**config.mk**
```make
export PLATFORM = sky130hd
export DESIGN_NAME = ascii_to_unsigned_integer_parser
export DESIGN_NICKNAME = d
export VERILOG_FILES = /design/src/rtl/core/atou_pkg.sv /design/src/rtl/core/ascii_to_unsigned_integer_parser.sv
export SDC_FILE = /design/constraint.sdc
export NUM_CORES = 1
export LEC_CHECK = 0
export BUFFER_PORTS_ARGS = -buffer_cell sky130_fd_sc_hd__buf_2
export CAP_MARGIN = 5
export CELL_PAD_IN_SITES_DETAIL_PLACEMENT = 1
export CELL_PAD_IN_SITES_GLOBAL_PLACEMENT = 1
export CORE_UTILIZATION = 45
export CTS_CLUSTER_SIZE = 25
export DETAILED_ROUTE_END_ITERATION = 10
export PLACE_DENSITY = 0.85
export SYNTH_ARGS = -nofsm -noshare
export SYNTH_HDL_FRONTEND = slang
export SYNTH_SLANG_ARGS = --single-unit
```
**constraint.sdc**
```tcl
create_clock -name clk -period 11.3 [get_ports clk]
set_input_delay 0.565 -clock clk [delete_from_list [all_inputs] [get_ports clk]]
set_output_delay 0.565 -clock clk [all_outputs]
set_load 0.02 [all_outputs]
```
**src/rtl/core/atou_pkg.sv**
```systemverilog
// ----------------------------------------------------------------------------
// ASCII to unsigned integer parser: shared types and constants
// Word layouts of the character and result channels, widths, character
// codes and status codes used by the parser.
// ----------------------------------------------------------------------------
package atou_pkg;

    // Field widths.
    localparam int VALUE_WIDTH  = 64;
    localparam int OFFSET_WIDTH = 16;
    localparam int BASE_WIDTH   = 6;
    localparam int CHAR_WIDTH   = 8;
    localparam int STATUS_WIDTH = 2;

    // Reset value of the base register.
    localparam logic [BASE_WIDTH-1:0] BASE_RESET = 6'd10;

    // Radix values with a special role.
    localparam logic [BASE_WIDTH-1:0] BASE_AUTO  = 6'd0;
    localparam logic [BASE_WIDTH-1:0] BASE_ONE   = 6'd1;
    localparam logic [BASE_WIDTH-1:0] BASE_OCT   = 6'd8;
    localparam logic [BASE_WIDTH-1:0] BASE_DEC   = 6'd10;
    localparam logic [BASE_WIDTH-1:0] BASE_HEX   = 6'd16;
    localparam logic [BASE_WIDTH-1:0] BASE_LIMIT = 6'd36;

    // Character codes.
    localparam logic [CHAR_WIDTH-1:0] CHAR_SPACE   = 8'h20;
    localparam logic [CHAR_WIDTH-1:0] CHAR_TAB     = 8'h09;
    localparam logic [CHAR_WIDTH-1:0] CHAR_CR      = 8'h0D;
    localparam logic [CHAR_WIDTH-1:0] CHAR_PLUS    = 8'h2B;
    localparam logic [CHAR_WIDTH-1:0] CHAR_MINUS   = 8'h2D;
    localparam logic [CHAR_WIDTH-1:0] CHAR_ZERO    = 8'h30;
    localparam logic [CHAR_WIDTH-1:0] CHAR_NINE    = 8'h39;
    localparam logic [CHAR_WIDTH-1:0] CHAR_UPPER_A = 8'h41;
    localparam logic [CHAR_WIDTH-1:0] CHAR_LOWER_A = 8'h61;
    localparam logic [CHAR_WIDTH-1:0] CHAR_UPPER_X = 8'h58;
    localparam logic [CHAR_WIDTH-1:0] CHAR_LOWER_X = 8'h78;

    // Digit value given to characters below the letter A that are no decimal digit.
    localparam logic [CHAR_WIDTH-1:0] DIGIT_NONE = 8'd99;

    // Result status codes.
    localparam logic [STATUS_WIDTH-1:0] STATUS_OK       = 2'd0;
    localparam logic [STATUS_WIDTH-1:0] STATUS_NODIGITS = 2'd1;
    localparam logic [STATUS_WIDTH-1:0] STATUS_OVERFLOW = 2'd2;

    // One character word.
    typedef struct packed {
        logic [CHAR_WIDTH-1:0] char_code;
        logic                  string_start;
    } item_t;

    // One result word.
    typedef struct packed {
        logic [VALUE_WIDTH-1:0]  value;
        logic [OFFSET_WIDTH-1:0] stop_offset;
        logic [STATUS_WIDTH-1:0] status;
    } result_t;

    // Value of a character as a digit, following the C library rules.
    function automatic logic [CHAR_WIDTH-1:0] digit_value(input logic [CHAR_WIDTH-1:0] c);
        logic [CHAR_WIDTH-1:0] d;
        begin
            if (c >= CHAR_ZERO && c <= CHAR_NINE)
            begin
                d = c - CHAR_ZERO;
            end
            else if (c >= CHAR_LOWER_A)
            begin
                d = c - (CHAR_LOWER_A - 8'd10);
            end
            else if (c >= CHAR_UPPER_A)
            begin
                d = c - (CHAR_UPPER_A - 8'd10);
            end
            else
            begin
                d = DIGIT_NONE;
            end
            return d;
        end
    endfunction

    // Offset increment that saturates at the top of the offset range.
    function automatic logic [OFFSET_WIDTH-1:0] sat_inc(input logic [OFFSET_WIDTH-1:0] p);
        logic [OFFSET_WIDTH-1:0] r;
        begin
            if (&p)
            begin
                r = p;
            end
            else
            begin
                r = p + 1'b1;
            end
            return r;
        end
    endfunction

endpackage

```
**src/rtl/core/ascii_to_unsigned_integer_parser.sv**
```systemverilog
// ----------------------------------------------------------------------------
// ASCII to unsigned integer parser
// Streams characters of strings and converts each string to an unsigned integer
// like strtoumax, one character per cycle unless a stalled result holds it up.
// ----------------------------------------------------------------------------
// Usage:
// Characters arrive one per word on the item channel; string_start marks
// the first character of each string and restarts the parser. A NUL byte,
// or any character that is not a digit of the radix, ends the number and
// produces one word on the result channel: the value, the offset just past
// the last digit and a status. Characters after that are ignored until the
// next string_start. The cfg channel writes the radix (0 selects detection
// from the prefix); it is sampled when a string starts. The user must write
// it only while the parser is idle; the block itself does not enforce this.
// Timing: a character word goes into an input register; from there the digit
// update (one 64 by 6 bit multiply-add with an exact overflow check) writes
// the parser state and the result register, so a result passes through both
// registers. One character word is accepted in every cycle while no waiting
// result is stalled.
// Reset clears the parser to idle and sets the radix to ten. When the
// result receiver stalls, a waiting result holds; the input register then
// fills and item_ready drops until the result is taken.
// ----------------------------------------------------------------------------
module ascii_to_unsigned_integer_parser
(
    input  logic                                clk,
    input  logic                                rst_n,

    input  logic                                item_valid,
    output logic                                item_ready,
    input  atou_pkg::item_t                     item_data,

    output logic                                result_valid,
    input  logic                                result_ready,
    output atou_pkg::result_t                   result_data,

    input  logic                                cfg_valid,
    output logic                                cfg_ready,
    input  logic [atou_pkg::BASE_WIDTH-1:0]     cfg_data
);

    // Parser phase codes.
    localparam logic [2:0] PH_IDLE     = 3'd0;
    localparam logic [2:0] PH_LEAD     = 3'd1;
    localparam logic [2:0] PH_NUMSTART = 3'd2;
    localparam logic [2:0] PH_ZERO     = 3'd3;
    localparam logic [2:0] PH_DIGITS   = 3'd4;

    localparam int VW = atou_pkg::VALUE_WIDTH;
    localparam int OW = atou_pkg::OFFSET_WIDTH;
    localparam int BW = atou_pkg::BASE_WIDTH;
    localparam int PW = VW + BW + 1;

    // Configuration and input registers.
    logic [BW-1:0]          number_base_reg;
    logic                   in_valid_reg;
    atou_pkg::item_t        in_data_reg;
    logic                   in_advance;

    // Parser state.
    logic [2:0]             phase_reg,     phase_next;
    logic [BW-1:0]          base_reg,      base_next;
    logic [VW-1:0]          acc_reg,       acc_next;
    logic                   minus_reg,     minus_next;
    logic                   dig_reg,       dig_next;
    logic                   ovf_reg,       ovf_next;
    logic [OW-1:0]          pos_reg,       pos_next;
    logic [OW-1:0]          last_reg,      last_next;

    // Result register.
    logic                   result_valid_reg;
    atou_pkg::result_t      result_data_reg, result_data_next;
    logic                   emit;

    // Per-character working signals.
    logic [2:0]             ph;
    logic [BW-1:0]          base_cur;
    logic [VW-1:0]          acc_cur;
    logic                   minus_cur;
    logic                   dig_cur;
    logic                   ovf_cur;
    logic [OW-1:0]          pos_cur;
    logic [OW-1:0]          last_cur;
    logic [7:0]             c;
    logic [7:0]             digit;
    logic                   do_take;
    logic                   do_start_num;
    logic                   digit_ok;
    logic [PW-1:0]          mac;

    // The configuration register is always ready.
    assign cfg_ready = 1'b1;

    // The input stage moves on whenever the result register can take a word.
    assign in_advance   = in_valid_reg && (!result_valid_reg || result_ready);
    assign item_ready   = !in_valid_reg || in_advance;
    assign result_valid = result_valid_reg;
    assign result_data  = result_data_reg;

    assign c     = in_data_reg.char_code;
    assign digit = atou_pkg::digit_value(c);

    // Radix register.
    always_ff @(posedge clk or negedge rst_n)
    begin
        if (!rst_n)
        begin
            number_base_reg <= atou_pkg::BASE_RESET;
        end
        else if (cfg_valid && cfg_ready)
        begin
            number_base_reg <= cfg_data;
        end
    end

    // Input register.
    always_ff @(posedge clk or negedge rst_n)
    begin
        if (!rst_n)
        begin
            in_valid_reg <= 1'b0;
        end
        else if (item_ready)
        begin
            in_valid_reg <= item_valid;
        end
    end

    always_ff @(posedge clk)
    begin
        if (item_valid && item_ready)
        begin
            in_data_reg <= item_data;
        end
    end

    // Parse one character: restart on a string start, then step the phase.
    always_comb
    begin
        if (in_data_reg.string_start)
        begin
            ph        = PH_LEAD;
            base_cur  = number_base_reg;
            acc_cur   = '0;
            minus_cur = 1'b0;
            dig_cur   = 1'b0;
            ovf_cur   = 1'b0;
            pos_cur   = '0;
            last_cur  = '0;
        end
        else
        begin
            ph        = phase_reg;
            base_cur  = base_reg;
            acc_cur   = acc_reg;
            minus_cur = minus_reg;
            dig_cur   = dig_reg;
            ovf_cur   = ovf_reg;
            pos_cur   = pos_reg;
            last_cur  = last_reg;
        end

        phase_next   = ph;
        base_next    = base_cur;
        acc_next     = acc_cur;
        minus_next   = minus_cur;
        dig_next     = dig_cur;
        ovf_next     = ovf_cur;
        last_next    = last_cur;
        pos_next     = pos_cur;
        do_take      = 1'b0;
        do_start_num = 1'b0;
        emit         = 1'b0;

        case (ph)
            PH_LEAD:
            begin
                if (c == atou_pkg::CHAR_SPACE ||
                    c inside {[atou_pkg::CHAR_TAB:atou_pkg::CHAR_CR]})
                begin
                    phase_next = PH_LEAD;
                end
                else if (c == atou_pkg::CHAR_MINUS)
                begin
                    minus_next = 1'b1;
                    phase_next = PH_NUMSTART;
                end
                else if (c == atou_pkg::CHAR_PLUS)
                begin
                    phase_next = PH_NUMSTART;
                end
                else
                begin
                    do_start_num = 1'b1;
                end
            end
            PH_NUMSTART:
            begin
                do_start_num = 1'b1;
            end
            PH_ZERO:
            begin
                phase_next = PH_DIGITS;
                if (c == atou_pkg::CHAR_LOWER_X || c == atou_pkg::CHAR_UPPER_X)
                begin
                    base_next = atou_pkg::BASE_HEX;
                end
                else
                begin
                    if (base_cur == atou_pkg::BASE_AUTO)
                    begin
                        base_next = atou_pkg::BASE_OCT;
                    end
                    do_take = 1'b1;
                end
            end
            PH_DIGITS:
            begin
                do_take = 1'b1;
            end
            default:
            begin
                phase_next = PH_IDLE;
            end
        endcase

        // First character of the number: a leading zero may open a prefix.
        if (do_start_num)
        begin
            if (c == atou_pkg::CHAR_ZERO &&
                (base_cur == atou_pkg::BASE_AUTO || base_cur == atou_pkg::BASE_HEX))
            begin
                dig_next   = 1'b1;
                last_next  = atou_pkg::sat_inc(pos_cur);
                phase_next = PH_ZERO;
            end
            else
            begin
                if (base_cur == atou_pkg::BASE_AUTO)
                begin
                    base_next = atou_pkg::BASE_DEC;
                end
                phase_next = PH_DIGITS;
                do_take    = 1'b1;
            end
        end

        // Digit accumulation with an exact overflow check on the widened sum.
        digit_ok = (base_next >= atou_pkg::BASE_ONE) && (base_next <= atou_pkg::BASE_LIMIT) &&
                   (digit < 8'(base_next));
        mac = {{(BW + 1){1'b0}}, acc_cur} * PW'(base_next) + PW'(digit);
        if (do_take)
        begin
            if (digit_ok)
            begin
                if (!ovf_cur)
                begin
                    if (|mac[PW-1:VW])
                    begin
                        ovf_next = 1'b1;
                    end
                    else
                    begin
                        acc_next = mac[VW-1:0];
                    end
                end
                dig_next  = 1'b1;
                last_next = atou_pkg::sat_inc(pos_cur);
            end
            else
            begin
                emit       = 1'b1;
                phase_next = PH_IDLE;
            end
        end

        if (ph != PH_IDLE)
        begin
            pos_next = atou_pkg::sat_inc(pos_cur);
        end

        // Result word for a finished number.
        if (!dig_next)
        begin
            result_data_next.value       = '0;
            result_data_next.stop_offset = '0;
            result_data_next.status      = atou_pkg::STATUS_NODIGITS;
        end
        else if (ovf_next)
        begin
            result_data_next.value       = '1;
            result_data_next.stop_offset = last_next;
            result_data_next.status      = atou_pkg::STATUS_OVERFLOW;
        end
        else
        begin
            result_data_next.value       = minus_next ? (VW'(0) - acc_next) : acc_next;
            result_data_next.stop_offset = last_next;
            result_data_next.status      = atou_pkg::STATUS_OK;
        end
    end

    // Parser state registers.
    always_ff @(posedge clk or negedge rst_n)
    begin
        if (!rst_n)
        begin
            phase_reg <= PH_IDLE;
            base_reg  <= '0;
            acc_reg   <= '0;
            minus_reg <= 1'b0;
            dig_reg   <= 1'b0;
            ovf_reg   <= 1'b0;
            pos_reg   <= '0;
            last_reg  <= '0;
        end
        else if (in_advance)
        begin
            phase_reg <= phase_next;
            base_reg  <= base_next;
            acc_reg   <= acc_next;
            minus_reg <= minus_next;
            dig_reg   <= dig_next;
            ovf_reg   <= ovf_next;
            pos_reg   <= pos_next;
            last_reg  <= last_next;
        end
    end

    // Result register.
    always_ff @(posedge clk or negedge rst_n)
    begin
        if (!rst_n)
        begin
            result_valid_reg <= 1'b0;
        end
        else if (in_advance && emit)
        begin
            result_valid_reg <= 1'b1;
        end
        else if (result_ready)
        begin
            result_valid_reg <= 1'b0;
        end
    end

    always_ff @(posedge clk)
    begin
        if (in_advance && emit)
        begin
            result_data_reg <= result_data_next;
        end
    end

endmodule

```
## Word-level counts from Yosys, hierarchy flattened

Cells that the tools add are included.

| storage, ports and cells | value |
|---|---|
| register bits | 207 |
| logic and storage cells | 124 |

| operators by class | value |
|---|---|
| $add $sub $neg | 6 |
| multiply operators | 1 |
| order comparisons | 9 |
| equal/unequal tests | 11 |
| mux-type cells | 60 |
| reductions and logical operators | 21 |

Operator list:

| kind | number |
|---|---|
| two-way mux 64 bit | 6 |
| two-way mux 16 bit | 8 |
| two-way mux 82 bit | 1 |
| adder 70 x 8 -> 71 bit | 1 |
| multiplier 64 x 6 -> 70 bit | 1 |
| subtractor 1 x 64 -> 64 bit, first input constant | 1 |
| two-way mux 6 bit | 7 |
| == test 8 x 6 -> 1 bit, second input constant | 4 |
| two-way mux 1 bit | 24 |
| two-way mux 3 bit | 8 |
| two-way mux 8 bit | 3 |
| adder 16 x 1 -> 16 bit, second input constant | 1 |
| == test 8 x 7 -> 1 bit, second input constant | 2 |
| greater-or-equal comparator 8 x 7 -> 1 bit, second input constant | 2 |
| AND reduction 16 bit | 1 |
| subtractor 8 x 6 -> 8 bit, second input constant | 2 |
| case mux 3 bit (3 select lines) | 1 |
| greater-or-equal comparator 8 x 4 -> 1 bit, second input constant | 1 |
| greater-or-equal comparator 8 x 6 -> 1 bit, second input constant | 1 |
| <= comparator 8 x 4 -> 1 bit, second input constant | 1 |
| <= comparator 8 x 6 -> 1 bit, second input constant | 1 |
| logical AND 1 bit | 8 |
| < comparator 8 x 6 -> 1 bit | 1 |
| subtractor 8 x 7 -> 8 bit, second input constant | 1 |
| other kinds (14) | 21 |

## Depth between registers and ports, before layout

| logic depth | value |
|---|---|
| word-level depth | 18 |
| gate-level depth with buffers | 50 |

## Worst setup path before layout

Ideal clock, no wire load.

| timing path | value |
|---|---|
| path type | reg-to-reg |
| from | register in_data_reg[0] (netlist name) |
| to | register result_data_reg, in the netlist result_data[70], data pin |
| library setup time | 0.270 ns |
| arrival | 11.415 ns |
| data required time | 11.030 ns |
| path slack | -0.385 ns |
| cell stages (with the launch flop) | 47 |
| buffers on the path | 14 |
| path through | edfxtp_1 buf_2 inv_2 buf_1 clkbuf_1 clkbuf_1 clkbuf_1 buf_1 clkbuf_1 buf_1 nand3_1 fa_1 fa_1 inv_1 fa_1 inv_1 fa_1 inv_1 (+11 left out) clkbuf_1 clkbuf_1 buf_1 clkbuf_1 nor2_1 a21oi_1 ha_1 nand3_1 nor3_1 nand3_1 nor3b_1 mux2_2 nand4b_1 or3_1 buf_2 o41ai_2 xnor2_1 a21oi_1 |

| between the ends | value |
|---|---|
| longest elaborated chain between the ends | 18 |
| elaborated cells between the ends (all ways) | 50 |
| classes of those cells | 2 x add/sub; 1 x mul; 3 x order compare; 5 x eq/ne; 33 x mux; 6 x reduce/logical |

Ends and longest elaborated chain:

| item | line | source |
|---|---|---|
| start, declared | ascii_to_unsigned_integer_parser.sv:57 | `atou_pkg::item_t in_data_reg;` |
| start signal, assigned | ascii_to_unsigned_integer_parser.sv:133 | `in_data_reg <= item_data;` |
| two-way mux 6 bit | ascii_to_unsigned_integer_parser.sv:140 | `if (in_data_reg.string_start)` |
| logical NOT 6 bit | ascii_to_unsigned_integer_parser.sv:210, ascii_to_unsigned_integer_parser.sv:231, ascii_to_unsigned_integer_parser.sv:239 |  |
| two-way mux 6 bit | ascii_to_unsigned_integer_parser.sv:210 | `if (base_cur == atou_pkg::BASE_AUTO)` |
| two-way mux 6 bit | ascii_to_unsigned_integer_parser.sv:204 | `if (c == atou_pkg::CHAR_LOWER_X \|\| c == atou_pkg::CHAR_UPPER_X)` |
| two-way mux 6 bit | ascii_to_unsigned_integer_parser.sv:175 | `case (ph)` |
| two-way mux 6 bit | ascii_to_unsigned_integer_parser.sv:239 | `if (base_cur == atou_pkg::BASE_AUTO)` |
| two-way mux 6 bit | ascii_to_unsigned_integer_parser.sv:230 | `if (c == atou_pkg::CHAR_ZERO &&` |
| two-way mux 6 bit | ascii_to_unsigned_integer_parser.sv:228 | `if (do_start_num)` |
| (+2 left out) | n/a |  |
| OR reduction 7 bit | ascii_to_unsigned_integer_parser.sv:258 | `if (\|mac[PW-1:VW])` |
| two-way mux 64 bit | ascii_to_unsigned_integer_parser.sv:258 |  |
| two-way mux 64 bit | ascii_to_unsigned_integer_parser.sv:256 | `if (!ovf_cur)` |
| two-way mux 64 bit | ascii_to_unsigned_integer_parser.sv:254 | `if (digit_ok)` |
| two-way mux 64 bit | ascii_to_unsigned_integer_parser.sv:252 | `if (do_take)` |
| subtractor 1 x 64 -> 64 bit | ascii_to_unsigned_integer_parser.sv:297 | `result_data_next.value = minus_next ? (VW'(0) - acc_next) : acc_next;` |
| two-way mux 64 bit | ascii_to_unsigned_integer_parser.sv:297 |  |
| two-way mux 82 bit | ascii_to_unsigned_integer_parser.sv:289 | `else if (ovf_next)` |
| end signal, assigned | ascii_to_unsigned_integer_parser.sv:351 | `result_data_reg <= result_data_next;` |
| end, declared | ascii_to_unsigned_integer_parser.sv:72 | `atou_pkg::result_t result_data_reg, result_data_next;` |

Parallel ways exist; a longest one is shown, timed or not.
A chain may end at the register's enable or synchronous reset.

## Worst setup path after layout

| timing path | value |
|---|---|
| from | register in_data_reg, in the netlist c[0] |
| to | register result_data_reg, in the netlist result_data[79], data pin |

| between the ends | value |
|---|---|
| longest elaborated chain between the ends | 17 |
| elaborated cells between the ends (all ways) | 62 |
| classes of those cells | 5 x add/sub; 1 x mul; 9 x order compare; 6 x eq/ne; 33 x mux; 8 x reduce/logical |

Ends and longest elaborated chain:

| item |
|---|
| parallel branches: the longest is 17 deep, another holds adder 70 x 8 -> 71 bit |

Parallel ways; which one is timed is not known.

==> results.yml <==
detailed_routing:
  vias: 24404
  drt_pre_antenna_iters: 5
  route.detailed.drc: 0
  via_per_inst: 6.39
  routed_wl_um: 96000
  first_iter_violations: 2338
  postRouteAntennaNets: 0
  wire_per_inst_um: 25.2
pwr:
  leakage_nw: 12.7
  p_per_area_nw_per_um2: 149
  peakVddDrop_mv: 0.151
  p_total_mw: 4.10
clocking:
  cts_sinks: 207
  h-tree-depth: 1
  clkTransAtPathRegs_ns: 0.07
  cts-root-buf: "clkbuf_16"
  numCtsBuffers: 23
  tritoncts: "built"
  clock_latency_ns: 0.55
  clockBufferDepth: 3
sta:
  setup_viol: 0
  timing.final.crit_share_pct: 97.5
  worst_pin_slew_ns: 1.23
  drv_slew: 0
  whs_ns: 0.133
  timing.fmax_mhz: 90.7
  skew_ns: 0.0233
  hold_viol: 0
  min_period_ns: 11.02
  slew_headroom_pct: 17.7
yosys:
  syn_inst: 3013
  syn_area_um2: 25300
  synth-async-reset-ratio_pct: 56.0
  yosys.cell_types.count: 102
  synth_edf_count: 91
  synth_fp_nets: 3451
  ys.flop_type: "dfrtp_1"
  avgSynthCellArea_um2: 8.38
  seq_area_frac_synth_pct: 22.3
  synth_warnings: 0
  synth.ff_latch_count: 207
global_route:
  gr-total-overflow: 0
  grt_use_total_pct: 33.8
  grt_pass1_vias: 25718
  antenna_found_initial: 1
  grt_max_degree: 104
  grt_pass1_wl_um: 150000
floorplan:
  die_area_um2: 57100
  fp.dieW_um: 239
  die_h_um: 239
  fp-row-count: 86
  fp.coreArea_um2: 55300
  initial_utilization_pct: 45.7
  pin_count: 105
critical_path:
  path_common_cell: "buf_4"
  crit_start: "c[0]"
  critPathMaxFanout: 86
  worstSetupStartpointType: "flop"
  crit_type: "reg -> reg"
  r2r_start: "c[0]"
  slowest_delay_ns: 0.77
  cp-end-kind: "flop"
  crit_arrival_ns: 11.43
  r2r_setup_slack_ns: 0.28
  cp_slowest_cell: "buf_4"
  critical_path_required_ns: 11.71
finish:
  final_cell_mix: "519 x nor2_1, 352 x nand2_1, 254 x fa_1"
  drive_above_1_share_pct: 9.58
  largest_reg_flops: 82
  final_nets: 3491
  final_util_pct: 49.7
  area_delta_synth_final_pct: 8.81
  final_common_cell: "nor2_1"
  antenna_cells: 0
outcome:
  run_status: "finished, final reports clean"
placement:
  dp_hpwl_um: 75400
  port_buffers: 103
  gp_congestion: 0.959
run:
  maxCapViolations: 0
hold_path:
  hold_class: "in -> async"
==> synth_stat cells (all sizes together), types with 45 or more instances <==
cell	count	area share [%]
a21oi	244	4.8
buf	45	0.81
clkbuf	120	1.8
dfrtp	114	11
edfxtp	91	11
fa	254	20
ha	164	8.1
inv	137	2.0
nand2	355	5.3
nand3	69	1.4
nor2	522	7.8
nor3	52	1.1
o21ai	184	3.6
xnor2	65	2.3
xor2	57	2.0
==> final cells by class <==
cell class                      count  area [µm²]
Timing Repair Buffer              180        1110
Inverter                          137         515
Sequential cell                   207        5640
Clock buffer                       26         597
Multi-Input combinational cell   2504       18600
Clock inverter                     15         118
Tap cell                          748         936
Fill cell                        6635       27800
==> worst paths after layout <==
path / to / depth (start not counted)
worst max-delay path: result_data[79] / 34
max in group asynchronous: acc_reg[15] / 2
worst min register to register: pos_reg[0] / 2
worst min-delay path: number_base_reg[0] / 1
min in group clk: c[2] / 1
worst max register to register: result_data[79] / 34
==> kinds of logic after synthesis <==
| kind of cell | after synthesis | share of synthesized area, % |
|---|---|---|
| buffers and inverters | 302 | 4.63 |
| flip-flops | 207 | 22.3 |
| AO/OA/AOI/OAI | 702 | 17.4 |
| multiplexers | 32 | 1.34 |
| XOR/XNOR | 122 | 4.23 |
| other | 1 | 0.0148 |
| adder cells (fa/ha/maj) | 418 | 28.3 |
| AND/OR/NAND/NOR | 1229 | 21.8 |
==> metal layers <==
layer / GRT usage [%] / part of all wire (%) / vias up
met4: 13.6 / 4.2 / 2
met5: 0 / 0.017 / -
met3: 4.82 / 8.0 / 248
li1: - / - / 10525
met2: 56.3 / 48 / 1110
met1: 44.2 / 40 / 12519
==> worst max-delay path, delay by kind of cell (launching register included) <==
kind	cells	cell delay (ns)
flops	1	0.41
compound gates	8	2.68
simple gates	12	2.97
buf+inv	6	1.76
fa+ha+maj	6	2.48
mux	2	0.51
==> per-stage QoR <==
stage	area, µm²	setup WS (ns)	TNS [ns]	cells
4_1_cts	27400	0.141	0	3816
2_1_floorplan	25300	0.0303	0	3013
5_1_grt	27500	-0.000909	-0.000909	3817
6_report	27500	0.279	0	3817
3_3_place_gp	26700	0.614	0	3775
3_5_place_dp	26700	0.241	0	3775
==> repair_timing <==
| item | in CTS | in global routing |
|---|---|---|
| hold buffers | 0 | 0 |
| buffers inserted | 0 | 1 |
| resized for setup | 0 | 14 |
| setup endpoints to repair | 0 | 19 |
| hold endpoints to repair | 0 | 0 |
==> power by group <==
part | switching (mW) | internal (mW) | total (mW)
Clock | 0.352 | 0.406 | 0.757
Combinational | 1.64 | 0.671 | 2.31
Sequential | 0.0883 | 0.945 | 1.03
Total | 2.08 | 2.02 | 4.10
(Power assumes the default switching activity.)
